--- src/rtl/smfd_pkg.sv ---
`timescale 1ns / 1ps

package smfd_pkg;

    localparam int SAMPLE_BITS  = 24;
    localparam int SINE_ENTRIES = 1024;
    localparam int SINE_QUARTER = SINE_ENTRIES / 4;
    localparam int SINE_IDX_W   = $clog2(SINE_ENTRIES);
    localparam int QTR_W        = SINE_IDX_W - 2;

    typedef logic signed [SAMPLE_BITS-1:0] sample_t;

    typedef enum logic [1:0] {
        MODE_OFF,
        MODE_ANALOG,
        MODE_TAPE,
        MODE_PINGPONG
    } mode_t;

    typedef enum logic [2:0] {
        REG_MODE,
        REG_MIX,
        REG_DELAY_TIME,
        REG_FEEDBACK_GAIN,
        REG_WOW_STEP,
        REG_FLUTTER_STEP,
        REG_WOW_DEPTH,
        REG_FLUTTER_DEPTH
    } reg_idx_t;

    typedef struct packed {
        mode_t       mode;
        logic [15:0] mix;
        logic [23:0] delay_time;
        logic [14:0] feedback_gain;
        logic [31:0] wow_step;
        logic [31:0] flutter_step;
        logic [19:0] wow_depth;
        logic [19:0] flutter_depth;
    } cfg_t;

    // datapath commands issued by the controller, one per cycle
    typedef enum logic [3:0] {
        OP_NONE,
        OP_CAPTURE,
        OP_SINE,
        OP_MOD,
        OP_DELAY,
        OP_PTR,
        OP_RD_LO,
        OP_RD_HI,
        OP_INTERP,
        OP_FEEDBACK,
        OP_SMOOTH,
        OP_WRITE,
        OP_MIX,
        OP_PASS,
        OP_LOAD
    } op_t;

    localparam logic signed [47:0] SAT_HI = 48'((64'sd1 <<< (SAMPLE_BITS - 1)) - 64'sd1);
    localparam logic signed [47:0] SAT_LO = -SAT_HI - 48'sd1;

    function automatic sample_t sat48(logic signed [47:0] x);
        logic signed [47:0] y;
        y = (x > SAT_HI) ? SAT_HI : ((x < SAT_LO) ? SAT_LO : x);
        return y[SAMPLE_BITS-1:0];
    endfunction

    typedef logic [15:0] sine_tab_t [0:SINE_QUARTER];

    // quintic quarter-wave, evaluated at elaboration
    function automatic logic [15:0] sine_point(longint j);
        longint t, t2, inner, mid, s;
        t = (j * 65536) / SINE_QUARTER;
        t2 = (t * t) >> 16;
        inner = 42334 - ((t2 * 5210) >> 16);
        mid = 102944 - ((t2 * inner) >> 16);
        s = ((t * mid) >> 16) >> 1;
        if (s > 32767) begin
            s = 32767;
        end
        return s[15:0];
    endfunction

    function automatic sine_tab_t sine_table();
        sine_tab_t tab;
        for (int i = 0; i <= SINE_QUARTER; i++) begin
            tab[i] = sine_point(longint'(i));
        end
        return tab;
    endfunction

endpackage

--- src/rtl/smfd_regs.sv ---
`timescale 1ns / 1ps

module smfd_regs
    import smfd_pkg::*;
(
    input  logic        aclk,
    input  logic        aresetn,
    input  logic        psel,
    input  logic        penable,
    input  logic        pwrite,
    input  logic [4:0]  paddr,
    input  logic [31:0] pwdata,
    output logic [31:0] prdata,
    output logic        pready,
    output cfg_t        cfg
);

    cfg_t     cfg_reg;
    reg_idx_t idx;
    logic     wr_en;

    assign idx    = reg_idx_t'(paddr[4:2]);
    assign wr_en  = psel && penable && pwrite;
    assign pready = 1'b1;
    assign cfg    = cfg_reg;

    always_ff @(posedge aclk) begin
        if (!aresetn) begin
            cfg_reg.mode          <= MODE_OFF;
            cfg_reg.mix           <= 16'd16384;
            cfg_reg.delay_time    <= 24'd2560000;
            cfg_reg.feedback_gain <= 15'd16384;
            cfg_reg.wow_step      <= 32'd26844;
            cfg_reg.flutter_step  <= 32'd715828;
            cfg_reg.wow_depth     <= 20'd147456;
            cfg_reg.flutter_depth <= 20'd24576;
        end else if (wr_en) begin
            case (idx)
                REG_MODE:          cfg_reg.mode          <= mode_t'(pwdata[1:0]);
                REG_MIX:           cfg_reg.mix           <= pwdata[15:0];
                REG_DELAY_TIME:    cfg_reg.delay_time    <= pwdata[23:0];
                REG_FEEDBACK_GAIN: cfg_reg.feedback_gain <= pwdata[14:0];
                REG_WOW_STEP:      cfg_reg.wow_step      <= pwdata;
                REG_FLUTTER_STEP:  cfg_reg.flutter_step  <= pwdata;
                REG_WOW_DEPTH:     cfg_reg.wow_depth     <= pwdata[19:0];
                REG_FLUTTER_DEPTH: cfg_reg.flutter_depth <= pwdata[19:0];
                default: ;
            endcase
        end
    end

    always_comb begin
        case (idx)
            REG_MODE:          prdata = {30'd0, cfg_reg.mode};
            REG_MIX:           prdata = {16'd0, cfg_reg.mix};
            REG_DELAY_TIME:    prdata = {8'd0, cfg_reg.delay_time};
            REG_FEEDBACK_GAIN: prdata = {17'd0, cfg_reg.feedback_gain};
            REG_WOW_STEP:      prdata = cfg_reg.wow_step;
            REG_FLUTTER_STEP:  prdata = cfg_reg.flutter_step;
            REG_WOW_DEPTH:     prdata = {12'd0, cfg_reg.wow_depth};
            REG_FLUTTER_DEPTH: prdata = {12'd0, cfg_reg.flutter_depth};
            default:           prdata = '0;
        endcase
    end

endmodule

--- config.mk ---
export PLATFORM = sky130hd
export DESIGN_NAME = smfd_regs
export DESIGN_NICKNAME = d
export VERILOG_FILES = /design/src/rtl/smfd_pkg.sv /design/src/rtl/smfd_regs.sv
export SDC_FILE = /design/constraint.sdc
export NUM_CORES = 1
export LEC_CHECK = 0
export ABC_AREA = 1
export BUFFER_PORTS_ARGS = -buffer_cell sky130_fd_sc_hd__buf_2
export CORE_MARGIN = 4
export CORE_UTILIZATION = 35
export CTS_CLUSTER_DIAMETER = 120
export CTS_CLUSTER_SIZE = 8
export DETAILED_ROUTE_END_ITERATION = 12
export HOLD_SLACK_MARGIN = 0.1
export PLACE_DENSITY = 0.58
export SLEW_MARGIN = 20
export SYNTH_ARGS = -nofsm -noshare
export SYNTH_HDL_FRONTEND = slang
export SYNTH_SLANG_ARGS = --single-unit
--- constraint.sdc ---
create_clock -name aclk -period 2.45 [get_ports aclk]
set_input_delay 0.49 -clock aclk [delete_from_list [all_inputs] [get_ports aclk]]
set_output_delay 0.49 -clock aclk [all_outputs]
set_load 0.005 [all_outputs]
==> flow_summary.toml <==
[timing]
finalCriticalPeriod_ns = 2.29
post-route-period-util_pct = 93.4
max_slew.worst_pin.slew_ns = 0.670
skew_ns = 0
max_freq_mhz = 437
drv_slew = 0
rsz0062_at_grt = "false"
final_hold_viol_count = 0
finalSetupViolCount = 0
setup_tns_ns = 0
slew_headroom_pct = 55.3

[placement]
dp_cells = 1491
detailed_place_hpwl_mm = 18.7
io_buffers = 232
gp_routability_congestion = 0.883

[setup_path]
crit_arrival_ns = 1.80
crit_path_top_delay_cell = "buf_4"
crit_fanout = 18
rr_endpoint = "cfg[1]"
regToRegStartpoint = "cfg[1]"
r2r_slack_ns = 1.75
critPathLaunchType = "input pin"
cpPeakStageDelay_ns = 0.19
critical_path_class = "input pin to primary output"
reg2regPathDepth = 2
path_delay_family = "buffers and inverters"
crit_buf_inv = 5
crit_path_frequent_cell = "nand2_1"
critPathCaptureType = "primary output"
cp.required_ns = 1.96
crit_path_cell_trace = "buf_2, buf_4, nand2_1, inv_1, buf_12, nand2_1, nand2_1, nor2_1, nand2_1, buf_2"

[cells_and_area]
area_delta_synth_final_pct = 30.2
fin_cells = 1522
layout_common_cells = "nor2_1 (304), buf_2 (231), nand2_1 (188)"
drive_above_1_share_pct = 25.3
mostFrequentLayoutCell = "nor2_1"
diodes = 0
fin_nets = 1287
largest_reg_flops = 161

[power_and_ir_drop]
cellPowerDensity_mw_per_mm2 = 629
leakagePower_nw = 4.62
vdd_drop_max_mv = 0.427

[synth]
yosysSeqAreaShare_pct = 46.0
synth_xor_area_share_pct = 0
syn_nets = 1066
avgSynthCellArea_um2 = 6.84
synth_compound_area_share_pct = 12.7
synth_cells = 1024
yosys_warnings = 0
muxShareOfSynthArea_pct = 0
synth_cell_types = 25
syn_area_mm2 = 0.00701
synth_top_family_by_area = "simple AND/OR/NAND/NOR gates"
synthSimpleGateAreaFrac_pct = 33.5
ys_ff_latch = 161
synthAdderAreaFrac_pct = 0

[clock_tree]
insertion_delay_ns = 0.42
cts_root_buffer = "clkbuf_16"
cts.clk_slew.worst_paths_ns = 0.06
htreeDepth = 4
cts_resized = 0
clk_path_buf_depth = 2
cts_tree = "built"
ctsHoldBuffers = 0
postCtsSetupBuffers = 0
cts_num_sinks = 161
numCtsBuffers = 17

[floorplanning]
core_area_mm2 = 0.0196
die_y_um = 150
rows = 51
die_w_um = 150
ios = 236
start_util_pct = 35.8
die-area_mm2 = 0.0224

[routing]
wl_per_cell_um = 17.3
viasPerCell = 4.84
vias = 7372
ant_nets = 0
drc_errors = 0
drt_iter0_drc = 531
wirelength_mm = 26.3
dr.pass1.iters = 7

[min_path]
hold_depth = 3
hold_path.class = "input pin to flop"
min_to = "cfg[103]"
hold_start = "pwdata[31]"

[global_routing]
antenna_found_initial = 0
grt_pass1_wl_mm = 39.7
grt_max_degree = 53
grt.overflow.total = 0
grtUsageTotal_pct = 23.1
grt_pass1_vias = 6683

[flow_run]
drv_cap = 0

[outcome]
status = "complete, no violations"
==> power by group <==
group,total (W),switching [W],internal [W]
clock,0.00264,0.00109,0.00155
combinational,0.000419,0.000279,0.000141
sequential,0.00268,0.0000269,0.00265
==> worst max path at each step <==
stage | startpoint | end | slack, ns | cells after the start
global route | paddr[4] | prdata[14] | 0.06 | 10
finish | paddr[4] | prdata[15] | 0.16 | 10
CTS | paddr[4] | prdata[15] | 0.15 | 10
global placement | paddr[4] | prdata[15] | 0.16 | 10
floorplan | paddr[4] | prdata[10] | 0.51 | 8
detailed placement | paddr[4] | prdata[15] | 0.16 | 10
==> synthesized netlist by cell type, drive strengths merged <==
cell    count  share of area (%)
clkbuf     24                1.3
a22o        8                1.0
conb        1              0.054
o211ai      7               0.75
nand2     189                 10
nand3      45                3.9
nand4      10               0.89
dfxtp     161                 46
buf        41                3.4
clkinv      1              0.071
o21ai     154                 11
nor3       17                1.2
inv        54                2.9
nor2      312                 17
==> cells by family (layout without fill, tap and decap cells) <==
group	count (synthesis)	count (layout)
simple gates	573	573
compound gates	169	169
flops	161	161
buf+inv	120	353
other cells	1	1
==> worst reg2reg max path: cells and delay by family, from the launching register on <==
family / cells / cell delay, ns
AND/OR/NAND/NOR: 1 / 0.07
flip-flops: 1 / 0.33
AO/OA/AOI/OAI: 1 / 0.19
==> through the flow <==
step	util [%]	power [W]	hold slack, ns	instance area, um2	setup WS (ns)
3_3_place_gp	43.7	0.00315	0.461	8550	0.160
2_1_floorplan	-	0.00292	0.475	7010	0.511
3_5_place_dp	43.7	0.00315	0.461	8550	0.162
5_1_grt	46.6	0.00593	0.294	9130	0.0629
6_report	46.6	0.00574	0.307	9130	0.163
4_1_cts	46.6	0.00577	0.294	9130	0.153
==> cell type report <==
| type | count | area, um2 |
|---|---|---|
| flip-flops and latches | 161 | 3220 |
| well taps | 265 | 332 |
| repair buffers | 267 | 1540 |
| inverters | 55 | 208 |
| multi-input cells | 743 | 3250 |
| fillers | 2080 | 10500 |
| clock buffers | 22 | 464 |
| clock inverters | 9 | 109 |
==> layer usage <==
layer | up-vias | track usage, % | wire [um]
li1 | 3696 | - | -
met1 | 3402 | 33.4 | 12400
met2 | 250 | 35.6 | 11800
met3 | 24 | 4.12 | 1720
met4 | 0 | 6.45 | 429
met5 | - | 0 | 0
No activity file was read; power rests on OpenSTA's default activity.
