--- src/rtl/smfd_pkg.sv ---
`timescale 1ns / 1ps

package smfd_pkg;

    localparam int SAMPLE_BITS  = 24;
    localparam int SINE_ENTRIES = 1024;
    localparam int SINE_QUARTER = SINE_ENTRIES / 4;
    localparam int SINE_IDX_W   = $clog2(SINE_ENTRIES);
    localparam int QTR_W        = SINE_IDX_W - 2;

    typedef logic signed [SAMPLE_BITS-1:0] sample_t;

    typedef enum logic [1:0] {
        MODE_OFF,
        MODE_ANALOG,
        MODE_TAPE,
        MODE_PINGPONG
    } mode_t;

    typedef enum logic [2:0] {
        REG_MODE,
        REG_MIX,
        REG_DELAY_TIME,
        REG_FEEDBACK_GAIN,
        REG_WOW_STEP,
        REG_FLUTTER_STEP,
        REG_WOW_DEPTH,
        REG_FLUTTER_DEPTH
    } reg_idx_t;

    typedef struct packed {
        mode_t       mode;
        logic [15:0] mix;
        logic [23:0] delay_time;
        logic [14:0] feedback_gain;
        logic [31:0] wow_step;
        logic [31:0] flutter_step;
        logic [19:0] wow_depth;
        logic [19:0] flutter_depth;
    } cfg_t;

    // datapath commands issued by the controller, one per cycle
    typedef enum logic [3:0] {
        OP_NONE,
        OP_CAPTURE,
        OP_SINE,
        OP_MOD,
        OP_DELAY,
        OP_PTR,
        OP_RD_LO,
        OP_RD_HI,
        OP_INTERP,
        OP_FEEDBACK,
        OP_SMOOTH,
        OP_WRITE,
        OP_MIX,
        OP_PASS,
        OP_LOAD
    } op_t;

    localparam logic signed [47:0] SAT_HI = 48'((64'sd1 <<< (SAMPLE_BITS - 1)) - 64'sd1);
    localparam logic signed [47:0] SAT_LO = -SAT_HI - 48'sd1;

    function automatic sample_t sat48(logic signed [47:0] x);
        logic signed [47:0] y;
        y = (x > SAT_HI) ? SAT_HI : ((x < SAT_LO) ? SAT_LO : x);
        return y[SAMPLE_BITS-1:0];
    endfunction

    typedef logic [15:0] sine_tab_t [0:SINE_QUARTER];

    // quintic quarter-wave, evaluated at elaboration
    function automatic logic [15:0] sine_point(longint j);
        longint t, t2, inner, mid, s;
        t = (j * 65536) / SINE_QUARTER;
        t2 = (t * t) >> 16;
        inner = 42334 - ((t2 * 5210) >> 16);
        mid = 102944 - ((t2 * inner) >> 16);
        s = ((t * mid) >> 16) >> 1;
        if (s > 32767) begin
            s = 32767;
        end
        return s[15:0];
    endfunction

    function automatic sine_tab_t sine_table();
        sine_tab_t tab;
        for (int i = 0; i <= SINE_QUARTER; i++) begin
            tab[i] = sine_point(longint'(i));
        end
        return tab;
    endfunction

endpackage

--- src/rtl/smfd_ctrl.sv ---
`timescale 1ns / 1ps

module smfd_ctrl
    import smfd_pkg::*;
(
    input  logic aclk,
    input  logic aresetn,
    input  logic s_valid,
    output logic s_ready,
    output logic m_valid,
    input  logic m_ready,
    input  logic mode_off,
    output op_t  op
);

    typedef enum logic [3:0] {
        ST_IDLE,
        ST_PASS,
        ST_SINE,
        ST_MOD,
        ST_DELAY,
        ST_PTR,
        ST_RD_LO,
        ST_RD_HI,
        ST_INTERP,
        ST_FEEDBACK,
        ST_SMOOTH,
        ST_WRITE,
        ST_MIX,
        ST_OUT
    } state_t;

    state_t state_reg;
    logic   m_valid_reg;
    logic   can_load;

    assign s_ready  = (state_reg == ST_IDLE);
    assign m_valid  = m_valid_reg;
    assign can_load = !m_valid_reg || m_ready;

    always_comb begin
        case (state_reg)
            ST_IDLE:     op = s_valid ? OP_CAPTURE : OP_NONE;
            ST_PASS:     op = OP_PASS;
            ST_SINE:     op = OP_SINE;
            ST_MOD:      op = OP_MOD;
            ST_DELAY:    op = OP_DELAY;
            ST_PTR:      op = OP_PTR;
            ST_RD_LO:    op = OP_RD_LO;
            ST_RD_HI:    op = OP_RD_HI;
            ST_INTERP:   op = OP_INTERP;
            ST_FEEDBACK: op = OP_FEEDBACK;
            ST_SMOOTH:   op = OP_SMOOTH;
            ST_WRITE:    op = OP_WRITE;
            ST_MIX:      op = OP_MIX;
            ST_OUT:      op = can_load ? OP_LOAD : OP_NONE;
            default:     op = OP_NONE;
        endcase
    end

    always_ff @(posedge aclk) begin
        if (!aresetn) begin
            state_reg   <= ST_IDLE;
            m_valid_reg <= 1'b0;
        end else begin
            if (m_ready) begin
                m_valid_reg <= 1'b0;
            end
            case (state_reg)
                ST_IDLE: begin
                    if (s_valid) begin
                        state_reg <= mode_off ? ST_PASS : ST_SINE;
                    end
                end
                ST_PASS:     state_reg <= ST_OUT;
                ST_SINE:     state_reg <= ST_MOD;
                ST_MOD:      state_reg <= ST_DELAY;
                ST_DELAY:    state_reg <= ST_PTR;
                ST_PTR:      state_reg <= ST_RD_LO;
                ST_RD_LO:    state_reg <= ST_RD_HI;
                ST_RD_HI:    state_reg <= ST_INTERP;
                ST_INTERP:   state_reg <= ST_FEEDBACK;
                ST_FEEDBACK: state_reg <= ST_SMOOTH;
                ST_SMOOTH:   state_reg <= ST_WRITE;
                ST_WRITE:    state_reg <= ST_MIX;
                ST_MIX:      state_reg <= ST_OUT;
                ST_OUT: begin
                    if (can_load) begin
                        m_valid_reg <= 1'b1;
                        state_reg   <= ST_IDLE;
                    end
                end
                default:     state_reg <= ST_IDLE;
            endcase
        end
    end

endmodule

--- config.mk ---
export PLATFORM = sky130hd
export DESIGN_NAME = smfd_ctrl
export DESIGN_NICKNAME = d
export VERILOG_FILES = /design/src/rtl/smfd_pkg.sv /design/src/rtl/smfd_ctrl.sv
export SDC_FILE = /design/constraint.sdc
export NUM_CORES = 1
export LEC_CHECK = 0
export ABC_AREA = 0
export BUFFER_PORTS_ARGS = -buffer_cell sky130_fd_sc_hd__buf_2
export CAP_MARGIN = 30
export CORE_AREA = 2 2 39 41
export CTS_BUF_LIST = sky130_fd_sc_hd__clkbuf_2
export DETAILED_ROUTE_END_ITERATION = 10
export DIE_AREA = 0 0 41 43
export PLACE_DENSITY_LB_ADDON = 0.1
export SLEW_MARGIN = 10
export SYNTH_ARGS = -nofsm -noshare
export SYNTH_HDL_FRONTEND = slang
export SYNTH_SLANG_ARGS = --single-unit
--- constraint.sdc ---
create_clock -name aclk -period 1.85 [get_ports aclk]
set_input_delay 0.185 -clock aclk [delete_from_list [all_inputs] [get_ports aclk]]
set_output_delay 0.185 -clock aclk [all_outputs]
set_load 0.02 [all_outputs]
==> impl_metrics.csv <==
group,metric,value,unit
outcome,outcome,"finished, final reports clean",
cts,htreeDepth,1,
worst_setup_path,cp_cell_sequence,"buf_4 -> nand2b_1 -> a21oi_1 -> o21bai_1 -> buf_2",
timing,setup_viol,0,
die,core_area,0.00138,sq mm
detailed_routing,post_drt_wl_per_cell,12.3,microns
timing,rsz0062_at_grt,"false",
die,die-area,0.00176,sq mm
cells_and_area,largest_reg_flops,4,
timing,fmax,0.604,GHz
cells_and_area,fill_cells,158,
placed_design,place_ws,347,ps
detailed_routing,drt-total-wl,1020,microns
detailed_routing,drc,0,
detailed_routing,drt-initial-drc-count,4,
cts,cts_resized,0,
worst_setup_path,cp.arrival,1470,ps
worst_setup_path,startpoint_type,"register",
cts,tritoncts,"yes",
cts,cts_root_buf,"clkbuf_2",
logic_synthesis,yosys.area_share.simple,0.321,
timing,setup_tns,0,ps
timing,worstMarginPinSlew,423,ps
logic_synthesis,synth_xor_area_frac,0.0220,
pwr,ir_drop,0.929,mV
logic_synthesis,yosys_warnings,0,
cells_and_area,drive_above_1_share,0.254,
die,die_w,41,microns
die,die_h,43,microns
global_routing,gr-usage-all-layers,0.144,
logic_synthesis,synth_top_family_by_area,"compound AO/OA/AOI/OAI gates",
cells_and_area,final_util,0.347,
timing,slew-limit-headroom,0.718,
detailed_routing,ant_nets,0,
logic_synthesis,synth_nets,60,
worst_setup_path,endpoint_kind,"output pin",
global_routing,antenna_found_initial,0,
cts,clk_pin_slew,70,ps
timing,finalMaxSlewViolations,0,
worst_setup_path,cp_top_family,"flip-flops",
pwr,pwr_density_cell,2190,mW/mm^2
logic_synthesis,avgSynthCellArea,7.23,sq um
die,rows,14,
cts,cts_hold_buf,0,
worst_setup_path,path_buf_inv,2,
logic_synthesis,syn_inst,55,
logic_synthesis,ys_types,25,
detailed_routing,vias_per_cell,5.01,
detailed_routing,vias,416,
global_routing,grt_pass1_vias,384,
logic_synthesis,synth_area,398,sq um
timing,final-hold-violation-count,0,
die,start_util,0.288,
run,drv_cap,0,
global_routing,grt_pass1_wl,1680,microns
logic_synthesis,muxShareOfSynthArea,0,
timing,skew,2.51,ps
cells_and_area,seqCellArea,100,sq um
timing,period_needed,1650,ps
logic_synthesis,synth-seq-area-share,0.252,
worst_hold_path,hp-class,"input pin to register",
placed_design,dp_hpwl,709,microns
die,pin_count,11,
cells_and_area,area_growth,20.8,%
cts,cts.path.max_buffers,2,
pwr,p_leak,0.200,nW
cells_and_area,finalNetCount,73,
global_routing,grt_max_degree,15,
cells_and_area,multi_input_area,264,sq um
worst_setup_path,crit_required,1660,ps
timing,period_share,0.895,
logic_synthesis,synth_compound_area_frac,0.321,
timing,fin_ws,195,ps
cts,cts_buffers,3,
worst_setup_path,worstPathMaxFanout,10,
detailed_routing,drtPass1Iterations,4,
cts,post_cts_buffers,0,
logic_synthesis,synth-adder-area-share,0,
placed_design,numPortBuffers,10,
worst_setup_path,critPathMaxStageDelay,400,ps
cells_and_area,n_antenna_cell,0,
cts,clk_latency,220,ps
worst_setup_path,slowest_stage,"dfxtp_1",
global_routing,overflow,0,
logic_synthesis,synth_seq_cells,5,
worst_setup_path,path_class,"register to output pin",
placed_design,gp_congestion,0.776,
cts,cts.sinks,5,
## worst reg2reg max path, delay by kind of cell (launching register included)
kind	cells	cell delay [ps]
compound gates	2	440
simple gates	1	580
flops	1	390
## synthesized netlist by cell type
cell type,n,share of area
a21oi_1,6,0.075
dfxtp_1,5,0.25
o21ai_0,5,0.063
nand2_1,4,0.038
nand2b_1,4,0.063
nor2_1,4,0.038
clkbuf_1,3,0.028
inv_1,3,0.028
and2_1,2,0.031
nand3b_1,2,0.038
nor3b_1,2,0.038
o31a_1,2,0.044
a31oi_1,1,0.016
buf_6,1,0.028
nor2b_1,1,0.016
nor3_1,1,0.013
o211ai_1,1,0.019
o21a_1,1,0.019
o21bai_1,1,0.019
o221a_1,1,0.028
o221ai_1,1,0.022
o22ai_1,1,0.016
or2b_1,1,0.019
or4_4,1,0.028
xor2_1,1,0.022
## metrics by stage
stage | cell area, sq um | hold WS (ps) | power (mW) | std cells
6_report | 480 | 235 | 1.05 | 83
5_1_grt | 480 | 224 | 1.16 | 83
4_1_cts | 480 | 230 | 1.06 | 83
3_5_place_dp | 460 | 471 | 0.942 | 79
3_3_place_gp | 460 | 475 | 0.955 | 79
2_1_floorplan | 398 | 303 | 0.777 | 55
## logic make-up after synthesis
| family | count (synthesis) |
|---|---|
| AO/OA/AOI/OAI | 20 |
| XOR/XNOR | 1 |
| buffers and inverters | 7 |
| flip-flops | 5 |
| AND/OR/NAND/NOR | 22 |
## layout make-up
cell class                 count  share of cell area
timing repair buffer          12               0.135
clock buffer                   4              0.0417
sequential                     5               0.208
tap                           16              0.0417
inverter                       3              0.0234
multi-input combinational     43               0.549
## placed cells by master (no fill, tap or decap)
cell,netlist,routed
a21oi_1,6,6
a31oi_1,1,1
and2_1,2,2
buf_2,0,10
buf_4,0,2
clkbuf_2,0,4
dfxtp_1,5,5
inv_1,3,3
nand2_1,4,4
nand2b_1,4,4
nand3b_1,2,2
nor2_1,4,4
nor2b_1,1,1
nor3_1,1,1
nor3b_1,2,2
o211ai_1,1,1
o21a_1,1,1
o21ai_0,5,5
o21bai_1,1,1
o221a_1,1,1
o221ai_1,1,1
o22ai_1,1,1
o31a_1,2,2
or2b_1,1,1
or4_4,1,1
xor2_1,1,1
## metal layers
layer	GRT usage	vias up	share of wire
met5	0	-	0
met2	0.197	5	0.45
met1	0.191	190	0.49
li1	-	219	-
met3	0.0314	2	0.040
met4	0.100	0	0.013
## path summary, 6_finish.rpt
check | startpoint | slack [ps] | depth (start not counted) | end
max | state_reg[1] | 200 | 5 | op[3]
min | aresetn | 230 | 2 | state_reg[3]
max reg2reg | state_reg[3] | 330 | 3 | state_reg[0]
min reg2reg | state_reg[1] | 650 | 2 | state_reg[1]
## where the power goes
part	switching, mW	leakage (nW)	internal [mW]	total, mW
registers	0.0947	0.0413	0.154	0.249
logic	0.386	0.143	0.309	0.695
clock network	0.0521	0.0166	0.0574	0.110
(Power assumes the default switching activity.)
